$ cat config.mk
export PLATFORM = sky130hd
export DESIGN_NAME = bar_meter_peak_hold_unit_flat
export DESIGN_NICKNAME = d
export VERILOG_FILES = /design/src/bmph_pkg.sv /design/src/bmph_if.sv /design/src/bmph_csr.sv /design/src/bmph_ctrl.sv /design/src/bmph_dp.sv /design/src/bar_meter_peak_hold_unit.sv /design/src/flat_wrapper.sv
export SDC_FILE = /design/constraint.sdc
export NUM_CORES = 1
export LEC_CHECK = 0
export BUFFER_PORTS_ARGS = -buffer_cell sky130_fd_sc_hd__clkbuf_2
export CAP_MARGIN = 10
export CORE_AREA = 2 2 200 202
export DETAILED_ROUTE_END_ITERATION = 16
export DIE_AREA = 0 0 202 204
export PLACE_DENSITY = 0.76
export REMOVE_ABC_BUFFERS = 1
export SETUP_SLACK_MARGIN = 0.2
export SYNTH_ARGS = -nofsm -noshare
export SYNTH_HDL_FRONTEND = slang
export SYNTH_HIERARCHICAL = 1
export SYNTH_SLANG_ARGS = --single-unit
export TNS_END_PERCENT = 10
$ cat constraint.sdc
create_clock -name clock -period 4.62 [get_ports clock]
set_clock_uncertainty 0.1 [all_clocks]
set_input_delay 0.693 -clock clock [delete_from_list [all_inputs] [get_ports clock]]
set_output_delay 0.693 -clock clock [all_outputs]
set_load 0.05 [all_outputs]
$ cat src/bmph_pkg.sv
// ----------------------------------------------------------------------------
// bmph_pkg
// shared types, constants and the bar color table of the bar meter
// ----------------------------------------------------------------------------
package bmph_pkg;

   localparam int CH_BITS    = 4;
   localparam int LVL_BITS   = 6;
   localparam int ROW_BITS   = 5;
   localparam int X_BITS     = 6;
   localparam int COLOR_BITS = 24;
   localparam int DCNT_BITS  = 16;
   localparam int MASK_BITS  = 8;
   localparam int CSR_ABITS  = 3;
   localparam int CSR_DBITS  = 32;

   localparam logic [COLOR_BITS-1:0] PEAK_COLOR = 24'hff0000;

   localparam logic CSR_DECAY_MASK = 1'b0;
   localparam logic CSR_MAX_DECAY  = 1'b1;

   localparam logic [MASK_BITS-1:0] DECAY_MASK_RST = 8'd7;
   localparam logic [DCNT_BITS-1:0] MAX_DECAY_RST  = 16'd224;

   typedef struct packed {
      logic load;
      logic emit_bar;
      logic emit_peak;
   } cmd_type;

   typedef struct packed {
      logic chan_ok;
      logic bars_zero;
      logic bar_final;
      logic out_free;
   } status_type;

   function automatic logic [COLOR_BITS-1:0] bar_color(input logic [ROW_BITS-1:0] idx);
      logic [COLOR_BITS-1:0] c;
      case (idx)
         5'd0:    c = 24'h004e04;
         5'd1:    c = 24'h005203;
         5'd2:    c = 24'h005301;
         5'd3:    c = 24'h005600;
         5'd4:    c = 24'h015b00;
         5'd5:    c = 24'h035c00;
         5'd6:    c = 24'h056000;
         5'd7:    c = 24'h086500;
         5'd8:    c = 24'h0b6900;
         5'd9:    c = 24'h0f6b00;
         5'd10:   c = 24'h147100;
         5'd11:   c = 24'h1b7500;
         5'd12:   c = 24'h237a00;
         5'd13:   c = 24'h2d7e00;
         5'd14:   c = 24'h398300;
         5'd15:   c = 24'h488700;
         5'd16:   c = 24'h5e8c00;
         5'd17:   c = 24'h809100;
         5'd18:   c = 24'h968300;
         5'd19:   c = 24'h9b6700;
         5'd20:   c = 24'ha05200;
         5'd21:   c = 24'ha54200;
         5'd22:   c = 24'hab3600;
         5'd23:   c = 24'hb02b00;
         5'd24:   c = 24'hb82200;
         5'd25:   c = 24'hbb1a00;
         5'd26:   c = 24'hc31400;
         5'd27:   c = 24'hc90e00;
         5'd28:   c = 24'hcf0a00;
         5'd29:   c = 24'hd50700;
         5'd30:   c = 24'hda0400;
         default: c = 24'he00200;
      endcase
      return c;
   endfunction

endpackage

$ cat src/bmph_if.sv
// ----------------------------------------------------------------------------
// bmph_if
// valid/ready channels for level requests and segment responses
// ----------------------------------------------------------------------------
interface bmph_req_if import bmph_pkg::*; ();
   logic                valid;
   logic                ready;
   logic [CH_BITS-1:0]  channel;
   logic [LVL_BITS-1:0] level;

   modport source (output valid, channel, level, input ready);
   modport sink (input valid, channel, level, output ready);
endinterface

interface bmph_rsp_if import bmph_pkg::*; ();
   logic                  valid;
   logic                  ready;
   logic [X_BITS-1:0]     x_start;
   logic [ROW_BITS-1:0]   row;
   logic [COLOR_BITS-1:0] color;
   logic                  is_peak;
   logic                  last;

   modport source (output valid, x_start, row, color, is_peak, last, input ready);
   modport sink (input valid, x_start, row, color, is_peak, last, output ready);
endinterface

$ cat src/bmph_csr.sv
// ----------------------------------------------------------------------------
// bmph_csr
// apb register file holding the decay mask and the decay ceiling
// ----------------------------------------------------------------------------
module bmph_csr import bmph_pkg::*; (
   input  logic                 clock,
   input  logic                 reset,
   input  logic                 psel,
   input  logic                 penable,
   input  logic                 pwrite,
   input  logic [CSR_ABITS-1:0] paddr,
   input  logic [CSR_DBITS-1:0] pwdata,
   output logic [CSR_DBITS-1:0] prdata,
   output logic [MASK_BITS-1:0] decay_mask,
   output logic [DCNT_BITS-1:0] max_decay
);

   logic [MASK_BITS-1:0] decay_mask_ff;
   logic [DCNT_BITS-1:0] max_decay_ff;
   logic                 wr_en;
   logic                 reg_idx;

   assign wr_en   = psel && penable && pwrite;
   assign reg_idx = paddr[2];

   always_ff @(posedge clock) begin
      if (reset) begin
         decay_mask_ff <= DECAY_MASK_RST;
         max_decay_ff  <= MAX_DECAY_RST;
      end else if (wr_en) begin
         case (reg_idx)
            CSR_DECAY_MASK: decay_mask_ff <= pwdata[MASK_BITS-1:0];
            CSR_MAX_DECAY:  max_decay_ff  <= pwdata[DCNT_BITS-1:0];
            default: ;
         endcase
      end
   end

   always_comb begin
      case (reg_idx)
         CSR_DECAY_MASK: prdata = {{(CSR_DBITS-MASK_BITS){1'b0}}, decay_mask_ff};
         CSR_MAX_DECAY:  prdata = {{(CSR_DBITS-DCNT_BITS){1'b0}}, max_decay_ff};
         default:        prdata = '0;
      endcase
   end

   assign decay_mask = decay_mask_ff;
   assign max_decay  = max_decay_ff;

endmodule

$ cat src/bmph_ctrl.sv
// ----------------------------------------------------------------------------
// bmph_ctrl
// sequencer: accept a level, walk the bar rows (if any), then update and send the peak
// ----------------------------------------------------------------------------
module bmph_ctrl import bmph_pkg::*; (
   input  logic       clock,
   input  logic       reset,
   input  logic       req_valid,
   output logic       req_ready,
   input  status_type stat,
   output cmd_type    cmd
);

   typedef enum logic [2:0] {
      ST_IDLE = 3'b001,
      ST_BAR  = 3'b010,
      ST_PEAK = 3'b100
   } state_type;

   state_type state_ff;
   state_type state_in;

   always_ff @(posedge clock) begin
      if (reset) begin
         state_ff <= ST_IDLE;
      end else begin
         state_ff <= state_in;
      end
   end

   always_comb begin
      state_in  = state_ff;
      cmd       = '0;
      req_ready = 1'b0;
      case (state_ff)
         ST_IDLE: begin
            req_ready = 1'b1;
            cmd.load  = req_valid;
            if (req_valid && stat.chan_ok) begin
               state_in = stat.bars_zero ? ST_PEAK : ST_BAR;
            end
         end
         ST_BAR: begin
            if (stat.out_free) begin
               cmd.emit_bar = 1'b1;
               if (stat.bar_final) begin
                  state_in = ST_PEAK;
               end
            end
         end
         ST_PEAK: begin
            if (stat.out_free) begin
               cmd.emit_peak = 1'b1;
               state_in      = ST_IDLE;
            end
         end
         default: begin
            state_in = ST_IDLE;
         end
      endcase
   end

endmodule

$ cat src/bmph_dp.sv
// ----------------------------------------------------------------------------
// bmph_dp
// datapath: item registers, row counter, per-channel peak state, output stage
// ----------------------------------------------------------------------------
module bmph_dp import bmph_pkg::*; #(
   parameter int ROWS     = 32,
   parameter int CHANNELS = 16
) (
   input  logic                  clock,
   input  logic                  reset,
   input  cmd_type               cmd,
   output status_type            stat,
   input  logic [CH_BITS-1:0]    req_channel,
   input  logic [LVL_BITS-1:0]   req_level,
   input  logic [MASK_BITS-1:0]  decay_mask,
   input  logic [DCNT_BITS-1:0]  max_decay,
   output logic                  rsp_valid,
   input  logic                  rsp_ready,
   output logic [X_BITS-1:0]     rsp_x_start,
   output logic [ROW_BITS-1:0]   rsp_row,
   output logic [COLOR_BITS-1:0] rsp_color,
   output logic                  rsp_is_peak,
   output logic                  rsp_last
);

   localparam int IDX_W = (CHANNELS > 1) ? $clog2(CHANNELS) : 1;
   localparam logic [LVL_BITS-1:0] ROWS_LVL = LVL_BITS'(ROWS);
   localparam logic [ROW_BITS-1:0] ROW_LAST = ROW_BITS'(ROWS - 1);
   localparam logic [CH_BITS:0]    CH_LIM   = (CH_BITS + 1)'(CHANNELS);

   logic [CH_BITS-1:0]    ch_ff;
   logic [ROW_BITS-1:0]   hgt_ff;
   logic                  nz_ff;
   logic [ROW_BITS-1:0]   bars_ff;
   logic [ROW_BITS-1:0]   cnt_ff;
   logic [ROW_BITS-1:0]   peak_ff [CHANNELS];
   logic [DCNT_BITS-1:0]  dcnt_ff [CHANNELS];
   logic                  rsp_valid_ff;
   logic [X_BITS-1:0]     x_ff;
   logic [ROW_BITS-1:0]   row_ff;
   logic [COLOR_BITS-1:0] color_ff;
   logic                  is_peak_ff;
   logic                  last_ff;

   logic [LVL_BITS-1:0]   lvl_sat;
   logic [ROW_BITS-1:0]   hgt_in;
   logic [ROW_BITS-1:0]   bars_in;
   logic [IDX_W-1:0]      idx;
   logic [ROW_BITS-1:0]   pk_cur;
   logic [DCNT_BITS-1:0]  dc_cur;
   logic                  new_peak;
   logic                  mask_hit;
   logic [ROW_BITS-1:0]   pk_in;
   logic [DCNT_BITS-1:0]  dc_in;
   logic [X_BITS-1:0]     x_cur;

   assign lvl_sat = (req_level > ROWS_LVL) ? ROWS_LVL : req_level;
   assign hgt_in  = ROW_BITS'(lvl_sat - 1'b1);
   assign bars_in = (lvl_sat != '0) ? hgt_in : '0;

   assign stat.chan_ok   = {1'b0, req_channel} < CH_LIM;
   assign stat.bars_zero = (bars_in == '0);
   assign stat.bar_final = (ROW_BITS'(cnt_ff + 1'b1) == bars_ff);
   assign stat.out_free  = !rsp_valid_ff || rsp_ready;

   always_ff @(posedge clock) begin
      if (cmd.load) begin
         ch_ff   <= req_channel;
         hgt_ff  <= hgt_in;
         nz_ff   <= (lvl_sat != '0);
         bars_ff <= bars_in;
         cnt_ff  <= '0;
      end else if (cmd.emit_bar) begin
         cnt_ff <= ROW_BITS'(cnt_ff + 1'b1);
      end
   end

   assign idx    = ch_ff[IDX_W-1:0];
   assign pk_cur = peak_ff[idx];
   assign dc_cur = dcnt_ff[idx];

   assign new_peak = nz_ff && (hgt_ff >= pk_cur);
   assign mask_hit = ((dc_cur[MASK_BITS-1:0] & decay_mask) == decay_mask);

   always_comb begin
      if (new_peak) begin
         pk_in = hgt_ff;
         dc_in = '0;
      end else begin
         pk_in = (mask_hit && pk_cur != '0) ? ROW_BITS'(pk_cur - 1'b1) : pk_cur;
         dc_in = (dc_cur < max_decay) ? DCNT_BITS'(dc_cur + 1'b1) : dc_cur;
      end
   end

   always_ff @(posedge clock) begin
      for (int i = 0; i < CHANNELS; i++) begin
         if (reset) begin
            peak_ff[i] <= '0;
            dcnt_ff[i] <= '0;
         end else if (cmd.emit_peak && idx == IDX_W'(i)) begin
            peak_ff[i] <= pk_in;
            dcnt_ff[i] <= dc_in;
         end
      end
   end

   assign x_cur = {ch_ff, 2'b00};

   always_ff @(posedge clock) begin
      if (reset) begin
         rsp_valid_ff <= 1'b0;
      end else if (cmd.emit_bar || cmd.emit_peak) begin
         rsp_valid_ff <= 1'b1;
      end else if (rsp_ready) begin
         rsp_valid_ff <= 1'b0;
      end
   end

   always_ff @(posedge clock) begin
      if (cmd.emit_bar) begin
         x_ff       <= x_cur;
         row_ff     <= ROW_BITS'(ROW_LAST - cnt_ff);
         color_ff   <= bar_color(cnt_ff);
         is_peak_ff <= 1'b0;
         last_ff    <= 1'b0;
      end else if (cmd.emit_peak) begin
         x_ff       <= x_cur;
         row_ff     <= ROW_BITS'(ROW_LAST - pk_in);
         color_ff   <= PEAK_COLOR;
         is_peak_ff <= 1'b1;
         last_ff    <= 1'b1;
      end
   end

   assign rsp_valid   = rsp_valid_ff;
   assign rsp_x_start = x_ff;
   assign rsp_row     = row_ff;
   assign rsp_color   = color_ff;
   assign rsp_is_peak = is_peak_ff;
   assign rsp_last    = last_ff;

endmodule

$ cat src/bar_meter_peak_hold_unit.sv
// ----------------------------------------------------------------------------
// bar_meter_peak_hold_unit
// first segment: emitted from the bar or peak state after the level is accepted, then registered
// throughput: one segment a cycle while the output is free, bar segments first and the peak last
// a new level is accepted only in idle, once the peak segment of the last one has been emitted
// reset: synchronous, clears peaks, decay counters and registers to defaults
// ----------------------------------------------------------------------------
module bar_meter_peak_hold_unit import bmph_pkg::*; #(
   parameter int ROWS     = 32,
   parameter int CHANNELS = 16
) (
   input  logic                 clock,
   input  logic                 reset,
   bmph_req_if.sink             req_bus,
   bmph_rsp_if.source           rsp_bus,
   input  logic                 csr_psel,
   input  logic                 csr_penable,
   input  logic                 csr_pwrite,
   input  logic [CSR_ABITS-1:0] csr_paddr,
   input  logic [CSR_DBITS-1:0] csr_pwdata,
   output logic [CSR_DBITS-1:0] csr_prdata,
   output logic                 csr_pready
);

   cmd_type              cmd;
   status_type           stat;
   logic [MASK_BITS-1:0] decay_mask;
   logic [DCNT_BITS-1:0] max_decay;

   assign csr_pready = 1'b1;

   bmph_csr u_csr (
      .clock      (clock),
      .reset      (reset),
      .psel       (csr_psel),
      .penable    (csr_penable),
      .pwrite     (csr_pwrite),
      .paddr      (csr_paddr),
      .pwdata     (csr_pwdata),
      .prdata     (csr_prdata),
      .decay_mask (decay_mask),
      .max_decay  (max_decay)
   );

   bmph_ctrl u_ctrl (
      .clock     (clock),
      .reset     (reset),
      .req_valid (req_bus.valid),
      .req_ready (req_bus.ready),
      .stat      (stat),
      .cmd       (cmd)
   );

   bmph_dp #(
      .ROWS     (ROWS),
      .CHANNELS (CHANNELS)
   ) u_dp (
      .clock       (clock),
      .reset       (reset),
      .cmd         (cmd),
      .stat        (stat),
      .req_channel (req_bus.channel),
      .req_level   (req_bus.level),
      .decay_mask  (decay_mask),
      .max_decay   (max_decay),
      .rsp_valid   (rsp_bus.valid),
      .rsp_ready   (rsp_bus.ready),
      .rsp_x_start (rsp_bus.x_start),
      .rsp_row     (rsp_bus.row),
      .rsp_color   (rsp_bus.color),
      .rsp_is_peak (rsp_bus.is_peak),
      .rsp_last    (rsp_bus.last)
   );

`ifndef ASSERT_OFF
   a_busy_after_accept: assert property (@(posedge clock) disable iff (reset)
      req_bus.valid && req_bus.ready && stat.chan_ok |=> !req_bus.ready)
      else $error("level transaction accepted but sequencer still idle");

   a_last_is_peak: assert property (@(posedge clock) disable iff (reset)
      rsp_bus.valid |-> (rsp_bus.last == rsp_bus.is_peak))
      else $error("last flag and peak flag disagree");

   a_peak_color: assert property (@(posedge clock) disable iff (reset)
      rsp_bus.valid && rsp_bus.is_peak |-> (rsp_bus.color == PEAK_COLOR))
      else $error("peak segment with wrong color");
`endif

endmodule
$ cat src/flat_wrapper.sv
// flat-port wrapper written by rule: the top's interface ports become plain ports
module bar_meter_peak_hold_unit_flat import bmph_pkg::*;
#(
   parameter int ROWS     = 32,
   parameter int CHANNELS = 16
)
  (clock, reset, csr_psel, csr_penable, csr_pwrite, csr_paddr, csr_pwdata, csr_prdata, csr_pready, req_bus_valid, req_bus_channel, req_bus_level, req_bus_ready, rsp_bus_valid, rsp_bus_x_start, rsp_bus_row, rsp_bus_color, rsp_bus_is_peak, rsp_bus_last, rsp_bus_ready);
  bmph_req_if req_bus_i ();
  bmph_rsp_if rsp_bus_i ();
  input  logic clock;
  input  logic reset;
  input  logic csr_psel;
  input  logic csr_penable;
  input  logic csr_pwrite;
  input  logic [CSR_ABITS-1:0] csr_paddr;
  input  logic [CSR_DBITS-1:0] csr_pwdata;
  output logic [CSR_DBITS-1:0] csr_prdata;
  output logic csr_pready;
  input wire logic [$bits(req_bus_i.valid)-1:0] req_bus_valid;
  input wire logic [$bits(req_bus_i.channel)-1:0] req_bus_channel;
  input wire logic [$bits(req_bus_i.level)-1:0] req_bus_level;
  output wire logic [$bits(req_bus_i.ready)-1:0] req_bus_ready;
  output wire logic [$bits(rsp_bus_i.valid)-1:0] rsp_bus_valid;
  output wire logic [$bits(rsp_bus_i.x_start)-1:0] rsp_bus_x_start;
  output wire logic [$bits(rsp_bus_i.row)-1:0] rsp_bus_row;
  output wire logic [$bits(rsp_bus_i.color)-1:0] rsp_bus_color;
  output wire logic [$bits(rsp_bus_i.is_peak)-1:0] rsp_bus_is_peak;
  output wire logic [$bits(rsp_bus_i.last)-1:0] rsp_bus_last;
  input wire logic [$bits(rsp_bus_i.ready)-1:0] rsp_bus_ready;
  assign req_bus_i.valid = req_bus_valid;
  assign req_bus_i.channel = req_bus_channel;
  assign req_bus_i.level = req_bus_level;
  assign req_bus_ready = req_bus_i.ready;
  assign rsp_bus_valid = rsp_bus_i.valid;
  assign rsp_bus_x_start = rsp_bus_i.x_start;
  assign rsp_bus_row = rsp_bus_i.row;
  assign rsp_bus_color = rsp_bus_i.color;
  assign rsp_bus_is_peak = rsp_bus_i.is_peak;
  assign rsp_bus_last = rsp_bus_i.last;
  assign rsp_bus_i.ready = rsp_bus_ready;
  bar_meter_peak_hold_unit #(.ROWS(ROWS), .CHANNELS(CHANNELS)) u_core (.clock(clock), .reset(reset), .req_bus(req_bus_i), .rsp_bus(rsp_bus_i), .csr_psel(csr_psel), .csr_penable(csr_penable), .csr_pwrite(csr_pwrite), .csr_paddr(csr_paddr), .csr_pwdata(csr_pwdata), .csr_prdata(csr_prdata), .csr_pready(csr_pready));
endmodule
==> results.toml, run 1 <==
[place]
dp_hpwl_um = 33900
globalplace.congestion = 0.880
placed_area_um2 = 22400
port-buffer-count = 81

[cts]
cts_tree = "built"
clk_path_buf_depth = 3
clockRootBuffer = "clkbuf_16"
cts_buffers = 47
cts.clk_slew.worst_paths_ps = 60
htree_levels = 2
cts.sinks = 436
clock_latency_ps = 580

[power]
combinationalPowerShare = 0.174
p_seq_frac = 0.463
power_density_nw_per_um2 = 399
static-leakage-power_nw = 9.13
p_clk_frac = 0.364
swShare = 0.269
peakVddDrop_mv = 0.323
p_int_w = 0.00707
p_switching_w = 0.00260

[synth]
ys_ff_latch = 436
synthTopCellsByArea = "edfxtp_1, mux4_2, nor2_1, dfxtp_1, mux2i_1"
netlist.top_cell.by_area = "edfxtp_1"
synth_edf_count = 379
ys_types = 87
synth_cells = 1639
synthArstFlopShare = 0
netlist.area_leader.share = 0.534
synth_flop_cell = "edfxtp_1"
ys_warn_count = 6
syn_area_um2 = 21300
syn_area_per_cell_um2 = 13.0
seq_area_frac_synth = 0.588

[route]
firstDrtPassIters = 7
via_per_inst = 6.13
post_drt_wl_per_cell_um = 23.9
ant_nets = 0
totalWireLength_um = 55500
drtIter0Drc = 1842
drc = 0
via_count = 14241

[die]
num_rows = 73
dieWidth_um = 202
pin_count = 124
dieArea_um2 = 41200
start_util = 0.544
die_y_um = 204
core_area_um2 = 39200

[grt]
grt_overflow = 0
grt_pass1_vias = 14206
grt_max_degree = 50
grt.total_usage = 0.268
antenna_found_initial = 0
grt_pass1_wl_um = 82700

[sta]
fin_setup_tns_ps = 0
hold_viol_final = 0
fmax_mhz = 227
slew_headroom = 0.173
tightest_slew_ps = 1240
rsz0062_at_grt = "yes"
period_minus_slack_ps = 4400
final_max_slew_viol_count = 0
setup_viol = 0
period_share = 0.953
hold_ws_ps = 207

[final_layout]
n_antenna_cell = 0
multi_input_area_um2 = 8010
final_cell_area_um2 = 24200
drive_above_1_share = 0.223
syn_to_final_growth_pct = 13.6
regArea_um2 = 12500
fill_cells = 2831
postLayoutCoreUtil = 0.618
layout.nets = 1860

[critical_path]
crit_path_end_kind = "flop"
crit_arrival_ps = 4720
path_cells = "buf_12, buf_12, buf_12, mux4_2, mux4_2, ha_1, nand2b_1, a21o_1, a21o_1, a21o_1, a21o_1, nand2_1, buf_4, nand3_1, buf_4, nor2_1"
critPathMaxFanout = 32
cp.required_ps = 4930
cp_common_cell = "a21o_1"
crit_slowest_cell = "mux4_2"
critPathKind = "reg -> reg"
start_kind = "flop"
max_stage_delay_ps = 540

[outcome]
status = "finished, final reports clean"

[run]
drv_cap = 0

[worst_hold_path]
hold_class = "in -> reg"
==> power groups by stage <==
stage | registers [W] | logic (W) | clock network [W]
final | 0.00447 | 0.00168 | 0.00351
after global routing | 0.00448 | 0.00178 | 0.00371
after CTS | 0.00448 | 0.00157 | 0.00355
after detailed placement | 0.00457 | 0.00153 | 0
after global placement | 0.00456 | 0.00150 | 0
after floorplan | 0.00458 | 0.000926 | 0
==> synth_stat cells, types with 7 or more instances <==
master / number
edfxtp_1: 379
a21o_1: 14
dfxtp_1: 57
a211oi_1: 17
buf_12: 7
xnor2_1: 9
nand2b_1: 53
nor3_1: 32
nor2_1: 330
or2_2: 8
o211ai_1: 7
mux2i_1: 69
clkbuf_1: 61
o21ai_0: 18
nand2_1: 68
mux2_2: 17
buf_2: 20
nor3_2: 11
ha_1: 40
buf_6: 9
o21bai_1: 12
a31oi_1: 7
nand4_1: 11
mux4_2: 63
mux4_1: 17
buf_4: 30
xor2_1: 15
nor3b_1: 7
a22oi_1: 13
a21oi_1: 26
nand3_1: 32
nor2b_1: 12
and2_1: 30
inv_1: 35
==> what timing repair did <==
item,in CTS,in global routing
resized for setup,2,23
setup buffers,5,22
gates cloned,0,2
pin swaps,0,4
hold buffers,0,0
endpoints found under the setup margin,277,292
==> final cells by class <==
class	count	area share
Clock inverter	13	0.00352
Timing Repair Buffer	196	0.0600
Inverter	38	0.00589
Sequential cell	436	0.518
Multi-Input combinational cell	1049	0.331
Clock buffer	67	0.0547
Tap cell	525	0.0271
==> registers in the layout, summed over array words and instances, names as in the netlist, named ones only <==
name / count
u_core/u_dp/nz_ff: 1
u_core/u_dp/cnt_ff: 5
u_core/u_dp/rsp_valid: 1
u_core/u_ctrl/state_ff: 3
u_core/u_dp/rsp_color: 19
u_core/u_dp/peak_ff: 80
u_core/u_dp/rsp_last: 1
u_core/u_dp/ch_ff: 4
u_core/u_dp/rsp_row: 5
u_core/u_dp/dcnt_ff: 256
u_core/u_dp/hgt_ff: 5
u_core/u_csr/decay_mask: 8
u_core/u_dp/rsp_x_start: 4
u_core/u_dp/bars_ff: 5
u_core/u_csr/max_decay: 16
==> layer usage <==
layer,up-vias,track usage,wire length (um),part of all wire
li1,6221,-,-,-
met3,179,0.0652,6740,0.12
met1,6888,0.352,20500,0.37
met4,0,0.106,2260,0.041
met5,-,0,0,0
met2,953,0.434,26000,0.47
==> metrics by stage <==
step	setup WS, ps	cells	total power (W)
3_3_place_gp	115	2214	0.00605
4_1_cts	204	2299	0.00959
2_1_floorplan	-1980	1523	0.00551
6_report	217	2324	0.00966
5_1_grt	78.3	2324	0.00997
3_5_place_dp	-57.5	2214	0.00610
==> logic make-up after synthesis <==
group,count (synthesis),synth area share
simple gates,626,0.141
flops,436,0.588
buf+inv,175,0.0480
compound gates,166,0.0586
mux,166,0.129
fa+ha+maj,40,0.0235
xor+xnor,26,0.0114
other cells,4,0.000705
==> cell usage in the layout (no fill, tap or decap), drive strengths merged, types with 40 or more instances in the layout <==
cell type | synthesis | routed
buf | 75 | 114
edfxtp | 379 | 379
nor2 | 330 | 330
nand2 | 68 | 68
mux4 | 80 | 80
dfxtp | 57 | 57
ha | 40 | 40
mux2i | 69 | 69
clkbuf | 62 | 149
nor3 | 43 | 43
nand2b | 53 | 53
==> worst paths after layout <==
path,start,end,slack (ps),cells after the start
setup / recovery,flop,u_core/u_dp/dcnt_ff[0][10],220,16
hold / removal,req_bus_channel[1],u_core/u_dp/ch_ff[1],210,1
setup reg to reg,flop,u_core/u_dp/dcnt_ff[0][10],220,16
hold reg to reg,u_core/u_csr/max_decay[8],u_core/u_csr/max_decay[8],380,2
==> critical path, delay by kind of cell (launching register included) <==
family | cells | cell delay (ps)
buffers and inverters | 5 | 1060
multiplexers | 2 | 1070
flip-flops | 1 | 360
adder cells (fa/ha/maj) | 1 | 290
AO/OA/AOI/OAI | 4 | 730
AND/OR/NAND/NOR | 4 | 610
Note: power is estimated with default switching activity, not from simulation.
==> inputs of run 2 (changes only) <==
ABC_AREA = 1   (was not set)
CORE_AREA = 2 2 204 206   (was 2 2 200 202)
DIE_AREA = 0 0 206 208   (was 0 0 202 204)
HOLD_SLACK_MARGIN = 0.05   (was not set)
PLACE_DENSITY = 0.75   (was 0.76)
==> results.toml, run 2 <==
[final_layout]
largest_register_ffs = 256
fill_cells = 3299
layout_common_cells = "nor2_1, nand2_1, edfxtp_1"
drive_above_1_share = 0.149
layout.nets = 2526
fin_cells = 3004
multi_input_area_um2 = 7790
syn_to_final_growth_pct = 10.4
regArea_um2 = 12500
layout_commonest_cell = "nor2_1"
regMostFlops = "u_core/u_dp/dcnt_ff"
n_antenna_cell = 0
final_cell_area_um2 = 24300

[sta]
hold_viol_final = 0
hold_ws_ps = 222
period_share = 0.889
fmax_mhz = 243
setup_viol = 0
tightest_slew_ps = 1140
period_minus_slack_ps = 4110
slew_headroom = 0.241
rsz0062_at_grt = "yes"
final_max_slew_viol_count = 0
setup_ws_ps = 512

[die]
start_util = 0.543
num_rows = 74
dieWidth_um = 206
core_area_um2 = 40600
die_y_um = 208
dieArea_um2 = 42800
pin_count = 124

[grt]
grt_max_degree = 105
antenna_found_initial = 0
grt_overflow = 0
grt_pass1_vias = 16261
grt.total_usage = 0.255
grt_pass1_wl_um = 85300

[synth]
syn_area_um2 = 22000
synthArstFlopShare = 0
ys_types = 52
synth_edf_count = 379
netlist.top_cell.by_area = "edfxtp_1"
synthTopCellsByCount = "nor2_1, nand2_1, edfxtp_1"
ys_warn_count = 6
synthTopCellsByArea = "edfxtp_1, nor2_1, nand2_1, dfxtp_1, nand3_1"
syn_area_per_cell_um2 = 9.19
synth_most_common_cell = "nor2_1"
netlist.area_leader.share = 0.516
seq_area_frac_synth = 0.568
synth_flop_cell = "edfxtp_1"
synth_cells = 2397
ys_ff_latch = 436

[route]
met1Wirelength_um = 21700
drc = 0
ant_nets = 0
totalWireLength_um = 55300
via_count = 16845
firstDrtPassIters = 5
post_drt_wl_per_cell_um = 18.4
drtIter0Drc = 1499
via_per_inst = 5.61
met2_length_um = 27200
highest_layer = "met4"
wl_met3_um = 4410

[place]
place_ws_ps = 558
port-buffer-count = 81
place_inst = 2915
globalplace.congestion = 0.891
dp_hpwl_um = 34200
placed_area_um2 = 22700

[critical_path]
crit_arrival_ps = 4410
crit_path_end_kind = "flop"
max_stage_delay_ps = 460
start_kind = "flop"
cp.required_ps = 4920
critPathMaxFanout = 104
path_buf_inv = 1
crit_slowest_cell = "dfxtp_4"
crit_family = "simple AND/OR/NAND/NOR gates"
critPathKind = "reg -> reg"
path_cells = "buf_12, o21ai_0, o221ai_1, o211ai_1, nand2_1, ha_1, a21oi_1, o21ai_0, nor2_1, nand2_1, nor2_1, nand3_2, nor2_1, nand2_1, nand2_1, nand3_2, nor2_1"

[cts]
clock_latency_ps = 580
cts_setup_buffers = 0
cts_hold_buffers = 0
clockRootBuffer = "clkbuf_16"
htree_levels = 2
cts_tree = "built"
cts.sinks = 436
cts_buffers = 46
cts.clk_slew.worst_paths_ps = 60
clk_path_buf_depth = 3

[outcome]
status = "finished, final reports clean"

[power]
peakVddDrop_mv = 0.465
static-leakage-power_nw = 9.89
power_density_nw_per_um2 = 671

[worst_hold_path]
hold_class = "in -> reg"

[run]
drv_cap = 0
[run 2: cell families after synthesis]
family / after synthesis / synth area share
AO/OA/AOI/OAI: 233 / 0.0640
XOR/XNOR: 12 / 0.00477
other: 4 / 0.000681
buffers and inverters: 369 / 0.0848
adder cells (fa/ha/maj): 40 / 0.0227
AND/OR/NAND/NOR: 1303 / 0.255
flip-flops: 436 / 0.568
[run 2: per-layer routing]
| metal | up-vias | track usage |
|---|---|---|
| met3 | 113 | 0.0396 |
| li1 | 7934 | - |
| met1 | 8029 | 0.324 |
| met2 | 769 | 0.433 |
| met5 | - | 0 |
| met4 | 0 | 0.107 |
[run 2: layout make-up]
| cell class | instances | area share |
|---|---|---|
| multi-input combinational | 1613 | 0.320 |
| timing repair buffer | 143 | 0.0407 |
| inverter | 194 | 0.0304 |
| sequential | 436 | 0.515 |
| tap | 532 | 0.0274 |
| clock inverter | 26 | 0.0138 |
| clock buffer | 60 | 0.0524 |
[run 2: final timing paths]
kind                                   start                    endpoint  slack (ps)  depth (start not counted)
setup reg to reg                        flop  u_core/u_dp/dcnt_ff[1][13]         510                         17
hold reg to reg   u_core/u_csr/decay_mask[2]  u_core/u_csr/decay_mask[2]         390                          2
setup / recovery                        flop  u_core/u_dp/dcnt_ff[1][13]         510                         17
hold / removal            req_bus_channel[3]        u_core/u_dp/ch_ff[3]         220                          1
[run 2: worst reg2reg max path: stages (launching register included)]
cell and delay [ps]:
dfxtp_4 460, buf_12 400, o21ai_0 290, o221ai_1 240, o211ai_1 130, nand2_1 190
ha_1 290, a21oi_1 140, o21ai_0 90, nor2_1 320, nand2_1 130, nor2_1 160
nand3_2 130, nor2_1 140, nand2_1 70, nand2_1 80, nand3_2 370, nor2_1 250
[run 2: where the power goes]
group	leakage [nW]	internal (W)	switching, W
logic	4.79	0.00197	0.00562
registers	4.32	0.00466	0.000184
clock network	0.786	0.00235	0.00154
[run 2: what timing repair did]
action                                  4_1_cts  5_1_grt
gates resized for setup                       0        1
endpoints found under the setup margin        0       22
endpoints found under the hold margin         0        0
[run 2: stage by stage]
stage / total power, W / util / TNS, ps
after floorplan: 0.00992 / - / -898800
after global placement: 0.0122 / 0.559 / 0
after detailed placement: 0.0124 / 0.559 / 0
after CTS: 0.0163 / 0.599 / 0
after global routing: 0.0172 / 0.600 / 0
final: 0.0163 / 0.600 / 0
